==> src/hdl/text_console_cursor_engine_unit_macros.svh <==
// assertion helpers used by tcce_datapath
`ifndef TEXT_CONSOLE_CURSOR_ENGINE_UNIT_MACROS_SVH
`define TEXT_CONSOLE_CURSOR_ENGINE_UNIT_MACROS_SVH

`ifndef SYNTHESIS
// plain property, checked every clock outside reset
`define TCCE_ASSERT(lbl, clk, rst_n, prop) \
  lbl: assert property (@(posedge clk) disable iff (!rst_n) (prop)) \
    else $error("tcce check failed");
// antecedent in this cycle, consequent in the next
`define TCCE_ASSERT_NEXT(lbl, clk, rst_n, ante, cons) \
  lbl: assert property (@(posedge clk) disable iff (!rst_n) (ante) |=> (cons)) \
    else $error("tcce check failed");
`else
`define TCCE_ASSERT(lbl, clk, rst_n, prop)
`define TCCE_ASSERT_NEXT(lbl, clk, rst_n, ante, cons)
`endif

`endif

==> src/hdl/tcce_pkg.sv <==
package tcce_pkg;

  localparam int unsigned BUF_LINES    = 72;
  localparam int unsigned LINE_CELLS   = 80;
  localparam int unsigned VIEW_LINES   = 24;
  localparam int unsigned SCROLL_LINES = 24;
  localparam int unsigned TAB_CELLS    = 4;

  localparam int unsigned SCROLL_EFF  = (SCROLL_LINES < BUF_LINES) ? SCROLL_LINES : BUF_LINES;
  localparam int unsigned STORE_CELLS = BUF_LINES * LINE_CELLS;
  localparam int unsigned SHIFT_CELLS = SCROLL_EFF * LINE_CELLS;

  localparam int unsigned ADDR_W = $clog2(STORE_CELLS);
  localparam int unsigned LINE_W = $clog2(BUF_LINES);
  localparam int unsigned COL_W  = $clog2(LINE_CELLS);
  localparam int unsigned RUN_W  = $clog2(LINE_CELLS + 1);
  // top line plus any 5-bit row, times a line, plus any 7-bit column
  localparam int unsigned RD_W   = $clog2((BUF_LINES + 32) * LINE_CELLS + 128);

  // transaction field widths
  localparam int unsigned CHAR_W = 8;
  localparam int unsigned VROW_W = 5;
  localparam int unsigned VCOL_W = 7;
  localparam int unsigned OLINE_W = 7;
  localparam int unsigned OCOL_W  = 7;
  localparam int unsigned OTOP_W  = 6;

  localparam logic CMD_WRITE = 1'b0;
  localparam logic CMD_READ  = 1'b1;

  localparam logic [CHAR_W-1:0] CH_BS  = 8'h08;
  localparam logic [CHAR_W-1:0] CH_TAB = 8'h09;
  localparam logic [CHAR_W-1:0] CH_LF  = 8'h0A;
  localparam logic [CHAR_W-1:0] CH_VT  = 8'h0B;
  localparam logic [CHAR_W-1:0] CH_FF  = 8'h0C;
  localparam logic [CHAR_W-1:0] CH_CR  = 8'h0D;

  typedef enum logic [3:0] {
    OP_NONE,
    OP_LOAD,
    OP_CLEAR,
    OP_SCROLL,
    OP_COPY,
    OP_RUN,
    OP_CR,
    OP_BS,
    OP_RD_ADDR,
    OP_RD_MEM,
    OP_DONE
  } dp_op_e;

  typedef enum logic [3:0] {
    ST_INIT,
    ST_IDLE,
    ST_DISPATCH,
    ST_COPY,
    ST_TAIL,
    ST_RUN,
    ST_RD_MEM,
    ST_DONE
  } ctl_state_e;

  typedef struct packed {
    dp_op_e op;
  } tcce_cmd_t;

  typedef struct packed {
    logic is_read;
    logic is_cr;
    logic is_bs;
    logic need_scroll;
    logic copy_last;
    logic clear_last;
    logic run_last;
    logic out_free;
  } tcce_sts_t;

endpackage

==> src/hdl/tcce_ctrl.sv <==
module tcce_ctrl import tcce_pkg::*; (
  input  logic      clk_i,
  input  logic      rst_ni,
  input  logic      in_valid_i,
  output logic      in_stall_o,
  input  tcce_sts_t sts_i,
  output tcce_cmd_t cmd_o
);

  ctl_state_e state_q, state_d;

  always_ff @(posedge clk_i or negedge rst_ni) begin
    if (!rst_ni) begin
      state_q <= ST_INIT;
    end else begin
      state_q <= state_d;
    end
  end

  always_comb begin
    state_d    = state_q;
    cmd_o.op   = OP_NONE;
    in_stall_o = 1'b1;
    unique case (state_q)
      ST_INIT: begin
        // clear the whole store once after reset
        cmd_o.op = OP_CLEAR;
        if (sts_i.clear_last) state_d = ST_IDLE;
      end
      ST_IDLE: begin
        in_stall_o = 1'b0;
        if (in_valid_i) begin
          cmd_o.op = OP_LOAD;
          state_d  = ST_DISPATCH;
        end
      end
      ST_DISPATCH: begin
        priority if (sts_i.is_read) begin
          cmd_o.op = OP_RD_ADDR;
          state_d  = ST_RD_MEM;
        end else if (sts_i.is_cr) begin
          cmd_o.op = OP_CR;
          state_d  = ST_DONE;
        end else if (sts_i.is_bs) begin
          cmd_o.op = OP_BS;
          state_d  = ST_DONE;
        end else if (sts_i.need_scroll) begin
          cmd_o.op = OP_SCROLL;
          state_d  = ST_COPY;
        end else begin
          // first cell of the run goes out straight away
          cmd_o.op = OP_RUN;
          state_d  = sts_i.run_last ? ST_DONE : ST_RUN;
        end
      end
      ST_COPY: begin
        cmd_o.op = OP_COPY;
        if (sts_i.copy_last) state_d = ST_TAIL;
      end
      ST_TAIL: begin
        cmd_o.op = OP_CLEAR;
        if (sts_i.clear_last) state_d = ST_RUN;
      end
      ST_RUN: begin
        cmd_o.op = OP_RUN;
        if (sts_i.run_last) state_d = ST_DONE;
      end
      ST_RD_MEM: begin
        cmd_o.op = OP_RD_MEM;
        state_d  = ST_DONE;
      end
      ST_DONE: begin
        cmd_o.op = OP_DONE;
        if (sts_i.out_free) state_d = ST_IDLE;
      end
      default: begin
        state_d = ST_INIT;
      end
    endcase
  end

endmodule

==> config.mk <==
export PLATFORM = sky130hd
export DESIGN_NAME = tcce_ctrl
export DESIGN_NICKNAME = d
export VERILOG_FILES = /design/src/hdl/text_console_cursor_engine_unit_macros.svh /design/src/hdl/tcce_pkg.sv /design/src/hdl/tcce_ctrl.sv
export SDC_FILE = /design/constraint.sdc
export NUM_CORES = 1
export LEC_CHECK = 0
export BUFFER_PORTS_ARGS = -buffer_cell sky130_fd_sc_hd__buf_2
export CAP_MARGIN = 20
export CORE_AREA = 2 2 39 41
export CTS_CLUSTER_DIAMETER = 80
export DETAILED_ROUTE_END_ITERATION = 10
export DIE_AREA = 0 0 41 43
export PLACE_DENSITY_LB_ADDON = 0.15
export SLEW_MARGIN = 40
export SYNTH_ARGS = -nofsm -noshare
export SYNTH_HDL_FRONTEND = slang
export SYNTH_SLANG_ARGS = --single-unit
==> constraint.sdc <==
create_clock -name clk_i -period 1.4 [get_ports clk_i]
set_clock_uncertainty 0.2 [all_clocks]
set_input_delay 0.28 -clock clk_i [delete_from_list [all_inputs] [get_ports clk_i]]
set_output_delay 0.28 -clock clk_i [all_outputs]
set_load 0.01 [all_outputs]
==> flow_summary.toml, run 1 <==
[power]
power_leakage_nw = 0.296
vdd_ir_drop_max_uv = 1190
finalPower_w = 0.00135
power.density_nw_per_um2 = 2130

[yosys]
ys_seq_area_share_pct = 22.6
ys_types = 23
ys_warn_count = 0
syn_avg_cell_area_um2 = 7.89
syn_area_um2 = 332
synth.top_cell.area_share_pct = 22.6
synth_cells = 42
ys_ff_latch = 3
synth.top_cells.by_area = "dfrtp_1, a211oi_1, buf_6"
syn-num-nets = 53
yosysTopAreaCell = "dfrtp_1"

[layout]
final_cell_area_um2 = 634
layout-drive-gt1-share_pct = 63.2
area_delta_synth_final_pct = 91.3
final_net_count = 88
antennaDiodeCount = 0
regMostFlops = "state_q"
top_regs = "state_q: 3 flops"
largest_register_ffs = 3
multi_input_area_um2 = 273
final_util_pct = 45.8
seqCellArea_um2 = 77.6
nFillCells = 158

[worst_hold_path]
hold_path.class = "primary input to flip-flop"

[setup_path]
cp_slowest_cell = "or4b_4"
reg2reg_from = "state_q[0]$_DFFE_PN0P_"
r2r_setup_slack_ps = -160
end_kind = "primary output"
critPathLaunch = "state_q[2]$_DFFE_PN0P_"
r2r_cells = 4
cp.required_ps = 920
max_stage_delay_ps = 520
crit_fanout = 5
endpoint = "cmd_o[2]"
worstPathArrival_ps = 1350
worst_r2r_endpoint = "state_q[2]$_DFFE_PN0P_"
cp-start-kind = "flip-flop"
worstPathCellList = "or4b_4, nand3_2, buf_6"
path_class = "flip-flop to primary output"

[die]
die_area_um2 = 1760
die_h_um = 43
boundaryPins = 16
core_area_um2 = 1380
die_x_um = 41
num_rows = 14
start_util_pct = 24.0

[timing]
rsz0062_at_grt = "true"
fmax_mhz = 545
min_period_over_period_pct = 131
setup_viol = 7
setup_ws_ps = -434
worst_slew_pin_slew_ps = 223
tns_ps = -2050
hold_viol_final = 0
slew_headroom_pct = 85.0
finalCriticalPeriod_ps = 1830
maxSlewViolCount = 0

[drt]
drc = 0
wl_per_cell_um = 10.5
firstDrtPassIters = 1
ant_nets = 0
drt-initial-drc-count = 0
via_per_inst = 4.61
via_count = 424
wirelength_um = 970

[placement]
portBuffers = 15
dp_slack_ps = -278
dp_hpwl_um = 731
dpl-instance-area_um2 = 514
place_congestion = 0.729

[global_route]
grt_pass1_wl_um = 1590
overflow = 0
grt_usage_pct = 13.6
grt_pass1_vias = 400
grt_max_degree = 10
antenna_found_initial = 0

[cts]
cts_tree = "yes"
cts_made_buffers = 3
clk_pin_slew_ps = 30
worstSkewPairLatency_ps = 230
h-tree-depth = 1
cts_buffer_depth = 2
cts_root_buf = "clkbuf_4"
numClockSinks = 3

[run]
drv_cap = 0

[outcome]
status = "finished, violations left"
violations = "setup timing"
layout by cell type, fill, tap and decap left out, types with 2 or more instances in the layout:
master,count
buf_4,13
mux2_2,2
nand2_1,3
buf_2,14
nor3_1,3
buf_6,5
a21oi_1,3
dfrtp_2,2
nor2_1,3
a211oi_2,2
clkbuf_4,3
worst max-delay path: cells and delay by family (launching register included):
family,cells,cell delay (ps)
simple gates,2,600
flops,1,430
buf+inv,1,100
logic make-up (layout without fill, tap and decap cells):
| family | Yosys count | count (layout) | synth area share, % |
|---|---|---|---|
| mux | 3 | 3 | 9.81 |
| compound gates | 10 | 10 | 19.2 |
| flops | 3 | 3 | 22.6 |
| buf+inv | 4 | 38 | 10.2 |
| simple gates | 21 | 21 | 35.5 |
| xor+xnor | 1 | 1 | 2.64 |
synthesized netlist by cell type:
cell,number
mux2i_1,1
buf_4,1
o31a_1,1
nand3b_1,1
a21oi_1,4
or3_1,2
nand2_1,3
or3b_1,1
mux2_2,2
or4b_1,1
nor2_1,3
nor3_1,4
inv_1,1
buf_6,2
nand2b_1,1
a211oi_1,3
o21ai_0,1
o21a_1,1
nand3_1,2
nor3b_1,1
nor2b_1,2
xnor2_1,1
dfrtp_1,3
where the power goes:
| part | internal (W) | switching (W) |
|---|---|---|
| registers | 0.000136 | 0.0000592 |
| logic | 0.000589 | 0.000415 |
| clock network | 0.000107 | 0.0000435 |
| total | 0.000832 | 0.000518 |
layout make-up:
cell class	count	area share, %
multi-input cells	35	43.0
repair buffers	33	36.9
flip-flops and latches	3	12.2
clock buffers	4	4.14
well taps	16	3.16
inverters	1	0.592
metrics by stage:
| stage | hold slack [ps] | cells |
|---|---|---|
| final | 159 | 92 |
| after global routing | 158 | 92 |
| after CTS | 154 | 91 |
| after detailed placement | -123 | 84 |
| after global placement | -124 | 84 |
| after floorplan | -216 | 42 |
worst min path at each step:
stage | from | endpoint | slack [ps] | depth (start not counted)
global placement | rst_ni | state_q[0]$_DFFE_PN0P_ | -120 | 1
detailed placement | rst_ni | state_q[1]$_DFFE_PN0P_ | -120 | 1
floorplan | rst_ni | state_q[0]$_DFFE_PN0P_ | -220 | 0
CTS | sts_i[4] | state_q[2]$_DFFE_PN0P_ | 150 | 3
finish | sts_i[0] | state_q[2]$_DFFE_PN0P_ | 160 | 4
global route | sts_i[4] | state_q[2]$_DFFE_PN0P_ | 160 | 3
routing by layer:
layer  global-route usage, %  part of all wire, %
met3                    6.28                  5.5
met1                    17.7                   46
met4                    6.00                    0
met5                       0                    0
met2                    18.4                   48
timing repair:
item                                   in CTS  in global routing
hold buffers                                1                  0
setup endpoints to repair                   8                  8
resized for setup                           7                  8
buffers inserted                            2                  1
endpoints found under the hold margin       3                  0
pin swaps                                   1                  3
Note: power is estimated with default switching activity, not from simulation.
==> inputs of run 2 (changes only) <==
==> constraint.sdc (replaced) <==
create_clock -name clk_i -period 1.4 [get_ports clk_i]
set_clock_uncertainty 0.2 [all_clocks]
set_input_delay 0.07 -clock clk_i [delete_from_list [all_inputs] [get_ports clk_i]]
set_output_delay 0.07 -clock clk_i [all_outputs]
set_load 0.01 [all_outputs]
==> flow_summary.toml, run 2 (same netlist as run 1, synthesis figures left out) <==
[outcome]
status = "finished, violations left"
violations = "setup timing"

[cts]
cts_made_buffers = 3
h-tree-depth = 1
cts_buffer_depth = 2
worstSkewPairLatency_ps = 230
cts_tree = "yes"
numClockSinks = 3
clk_pin_slew_ps = 40
cts_root_buf = "clkbuf_4"

[power]
p_sw_share_pct = 40.7
p_int_w = 0.000680
power.density_nw_per_um2 = 1960
combPwrFrac_pct = 70.6
seqPwrFrac_pct = 16.4
p_switching_w = 0.000467
vdd_ir_drop_max_uv = 925
clkPwrFrac_pct = 13.0
power_leakage_nw = 0.262

[drt]
wl_per_cell_um = 10.9
via_count = 432
drc = 0
ant_nets = 0
drt-initial-drc-count = 7
via_per_inst = 4.80
wirelength_um = 984
firstDrtPassIters = 4

[setup_path]
r2r_cells = 3
end_kind = "primary output"
cp.required_ps = 1130
path_depth = 3
worstPathArrival_ps = 1350
cp_slowest_cell = "or4b_1"
worstPathCellList = "or4b_1, nand3_1, buf_2"
path_delay_family = "simple AND/OR/NAND/NOR gates"
r2r_setup_slack_ps = -30
max_stage_delay_ps = 510
critical_path_buf_inv_count = 1
path_class = "flip-flop to primary output"
worst_r2r_endpoint = "state_q[2]$_DFFE_PN0P_"
crit_fanout = 5
reg2reg_from = "state_q[0]$_DFFE_PN0P_"
cp-start-kind = "flip-flop"

[global_route]
grt_pass1_vias = 426
overflow = 0
grt_usage_pct = 13.0
grt_pass1_wl_um = 1610
antenna_found_initial = 0
grt_max_degree = 7

[die]
boundaryPins = 16
die_area_um2 = 1760
die_h_um = 43
core_area_um2 = 1380
num_rows = 14
start_util_pct = 24.0
die_x_um = 41

[layout]
layout-drive-gt1-share_pct = 44.6
top_regs = "state_q: 3 flops"
final_common_cell = "buf_2"
regMostFlops = "state_q"
final_net_count = 86
antennaDiodeCount = 0
nFillCells = 152
layout_common_cells = "buf_2, buf_4, dlygate4sd3_1"
fin_cells = 90
area_delta_synth_final_pct = 76.6
final_util_pct = 42.3
largest_register_ffs = 3

[timing]
hold_viol_final = 0
fmax_mhz = 617
min_period_over_period_pct = 116
slew_headroom_pct = 86.7
worst_slew_pin_slew_ps = 199
setup_viol = 6
finalCriticalPeriod_ps = 1620
maxSlewViolCount = 0
rsz0062_at_grt = "true"
setup_ws_ps = -221

[placement]
place_congestion = 0.810
dp_hpwl_um = 712
placed_cells = 76
portBuffers = 15

[worst_hold_path]
hold_path_depth = 3
hold_end = "state_q[1]$_DFFE_PN0P_"
min_from = "sts_i[4]"
hold_path.class = "primary input to flip-flop"

[run]
drv_cap = 0
run 2: cell count changes in the layout (fill, tap and decap cells not counted), sizes merged:
cell,previous run,this run
buf,32,24
dlygate4sd3,1,7
run 2: worst max path at each step:
stage	start	slack [ps]	endpoint
2_1_floorplan	state_q[2]$_DFFE_PN0P_	30	cmd_o[1]
3_3_place_gp	state_q[2]$_DFFE_PN0P_	-40	state_q[1]$_DFFE_PN0P_
3_5_place_dp	state_q[2]$_DFFE_PN0P_	-80	state_q[1]$_DFFE_PN0P_
4_1_cts	state_q[2]$_DFFE_PN0P_	-230	cmd_o[1]
5_1_grt	state_q[2]$_DFFE_PN0P_	-270	cmd_o[2]
6_report	state_q[2]$_DFFE_PN0P_	-220	cmd_o[2]
run 2: through the flow:
| step | instance area (µm²) | total power [W] | setup TNS, ps | setup WS (ps) | hold slack (ps) |
|---|---|---|---|---|---|
| 2_1_floorplan | 332 | 0.000651 | 0 | 32.7 | -426 |
| 3_3_place_gp | 442 | 0.000880 | -67.1 | -36.3 | -328 |
| 3_5_place_dp | 442 | 0.000884 | -159 | -75.7 | -330 |
| 4_1_cts | 568 | 0.00112 | -981 | -235 | 3.47 |
| 5_1_grt | 586 | 0.00126 | -1100 | -275 | 15.2 |
| 6_report | 586 | 0.00115 | -723 | -221 | 9.18 |
run 2: area by class of cell:
cell class	count	area [µm²]	share of cell area [%]
well taps	16	20.0	3.42
clock buffers	4	26.3	4.49
repair buffers	31	216	37.0
flip-flops and latches	3	76.3	13.0
inverters	1	3.75	0.641
multi-input cells	35	243	41.5
run 2: power by group through the flow:
stage          logic, W  registers (W)  clock network, W
2_1_floorplan  0.000477       0.000174                 0
3_3_place_gp   0.000691       0.000188                 0
3_5_place_dp   0.000693       0.000191                 0
4_1_cts        0.000779       0.000188          0.000155
5_1_grt        0.000897       0.000193          0.000166
6_report       0.000810       0.000188          0.000149
run 2: routing by layer:
| metal | global-route usage [%] | up-vias | share of wire (%) |
|---|---|---|---|
| met2 | 19.4 | 15 | 45 |
| met1 | 16.2 | 198 | 46 |
| met5 | 0 | - | 0 |
| met4 | 5.33 | 0 | 1.4 |
| met3 | 4.71 | 2 | 6.9 |
| li1 | - | 217 | - |
run 2: what timing repair did:
item,in CTS,in global routing
endpoints found under the setup margin,7,7
hold endpoints to repair,6,0
setup buffers,2,1
pin swaps,7,3
cloned,0,0
hold buffers,7,0
resized for setup,4,3
run 2: tightest hold or removal path, stage by stage:
cell and delay (ps):
buf_2 120, nor2_1 120, a211oi_2 70
==> inputs of run 3 (changes only) <==
--- a/config.mk
+++ b/config.mk
@@ -5,12 +5,12 @@
 export SDC_FILE = /design/constraint.sdc
 export NUM_CORES = 1
 export LEC_CHECK = 0
-export BUFFER_PORTS_ARGS = -buffer_cell sky130_fd_sc_hd__buf_2
 export CAP_MARGIN = 20
 export CORE_AREA = 2 2 39 41
 export CTS_CLUSTER_DIAMETER = 80
 export DETAILED_ROUTE_END_ITERATION = 10
 export DIE_AREA = 0 0 41 43
+export DONT_BUFFER_PORTS = 1
 export PLACE_DENSITY_LB_ADDON = 0.15
 export SLEW_MARGIN = 40
 export SYNTH_ARGS = -nofsm -noshare
==> flow_summary.toml, run 3 (same netlist as run 1, synthesis figures left out) <==
[timing]
finalCriticalPeriod_ps = 1550
hold-worst-slack_ps = 22.2
setup_viol = 6
maxSlewViolCount = 0
setup_ws_ps = -150
worst_slew_pin_slew_ps = 199
fmax_mhz = 645
slew_headroom_pct = 86.6
tns_ps = -669
hold_viol_final = 0
rsz0062_at_grt = "true"
min_period_over_period_pct = 111

[placement]
portBuffers = 0
placed_cells = 63
place_congestion = 0.779
dp_hpwl_um = 690

[cts]
clk_pin_slew_ps = 40
cts_tree = "yes"
worstSkewPairLatency_ps = 230
cts_root_buf = "clkbuf_4"
h-tree-depth = 1
cts_made_buffers = 3
numClockSinks = 3
cts_buffer_depth = 2

[power]
finalPower_w = 0.00115
seqPwrFrac_pct = 15.7
p_sw_share_pct = 41.6
combPwrFrac_pct = 70.9
power.density_nw_per_um2 = 2010
p_switching_w = 0.000477
clkPwrFrac_pct = 13.4
power_leakage_nw = 0.232
p_int_w = 0.000670
vdd_ir_drop_max_uv = 704

[layout]
layout-drive-gt1-share_pct = 32.8
area_delta_synth_final_pct = 72.5
layout_common_cells = "dlygate4sd3_1, buf_4"
nFillCells = 151
antennaDiodeCount = 0
final_common_cell = "dlygate4sd3_1"
final_net_count = 76
largest_register_ffs = 3
regMostFlops = "state_q"
multi_input_area_um2 = 254
seqCellArea_um2 = 75.1
fin_cells = 80
top_regs = "state_q: 3 flops"

[die]
boundaryPins = 16
die_x_um = 41
start_util_pct = 24.0
die_area_um2 = 1760
core_area_um2 = 1380
num_rows = 14
die_h_um = 43

[drt]
drc = 0
firstDrtPassIters = 4
via_per_inst = 4.98
wl_per_cell_um = 12.6
ant_nets = 0
drt-initial-drc-count = 9
via_count = 398
wirelength_um = 1010

[global_route]
overflow = 0
grt_usage_pct = 12.2
grt_pass1_wl_um = 1430
grt_pass1_vias = 376
grt_max_degree = 8
antenna_found_initial = 0

[setup_path]
worstPathArrival_ps = 1280
crit_fanout = 3
cp-start-kind = "flip-flop"
path_class = "flip-flop to primary output"
end_kind = "primary output"
cp.required_ps = 1130

[run]
drv_cap = 0

[worst_hold_path]
hold_path.class = "primary input to flip-flop"

[outcome]
status = "finished, violations left"
violations = "setup timing"
-- run 3: routing by layer --
layer  up-vias  track usage (%)  part of all wire, %
li1        198                -                    -
met2        14             16.9                   48
met5         -                0                    0
met3         4             5.24                  5.8
met4         0             10.0                  3.4
met1       182             13.6                   42
-- run 3: path summary, 6_finish.rpt --
| kind | slack, ps | end | startpoint | cells past startpoint |
|---|---|---|---|---|
| setup / recovery | -150 | cmd_o[2] | state_q[2]$_DFFE_PN0P_ | 2 |
| hold / removal | 20 | state_q[1]$_DFFE_PN0P_ | sts_i[7] | 3 |
| setup reg to reg | -120 | state_q[2]$_DFFE_PN0P_ | state_q[2]$_DFFE_PN0P_ | 4 |
| hold reg to reg | 460 | state_q[0]$_DFFE_PN0P_ | state_q[1]$_DFFE_PN0P_ | 2 |
| max in group asynchronous | 450 | state_q[0]$_DFFE_PN0P_ | rst_ni | 2 |
| min in group asynchronous | 410 | state_q[2]$_DFFE_PN0P_ | rst_ni | 2 |
-- run 3: through the flow --
step	cell area, µm²	setup slack (ps)	util (%)
4_1_cts	551	-165	39.8
6_report	572	-150	41.3
2_1_floorplan	332	32.7	-
3_3_place_gp	382	-23.0	27.6
3_5_place_dp	382	-95.5	27.6
5_1_grt	572	-192	41.3
-- run 3: repair_timing --
| item | 4_1_cts | 5_1_grt |
|---|---|---|
| pin swaps | 6 | 6 |
| cloned | 0 | 0 |
| hold buffers | 11 | 0 |
| gates resized for setup | 5 | 5 |
| buffers inserted | 2 | 0 |
| endpoints found under the setup margin | 6 | 7 |
| endpoints found under the hold margin | 6 | 0 |
-- run 3: final cells by class --
| cell class | count | share of cell area (%) |
|---|---|---|
| clock buffers | 4 | 4.60 |
| inverters | 1 | 0.656 |
| multi-input cells | 35 | 44.4 |
| flip-flops and latches | 3 | 13.1 |
| well taps | 16 | 3.50 |
| repair buffers | 21 | 33.7 |
-- run 3: worst max-delay path, stage by stage, from the launching register on --
cell     delay (ps)
dfrtp_1         400
or4b_4          540
nand3_4         100
-- run 3: power groups by stage --
stage | clock, W | combinational, W | sequential [W]
3_3_place_gp | 0 | 0.000637 | 0.000185
5_1_grt | 0.000173 | 0.000879 | 0.000184
4_1_cts | 0.000160 | 0.000762 | 0.000175
3_5_place_dp | 0 | 0.000643 | 0.000185
2_1_floorplan | 0 | 0.000477 | 0.000174
6_report | 0.000154 | 0.000813 | 0.000180
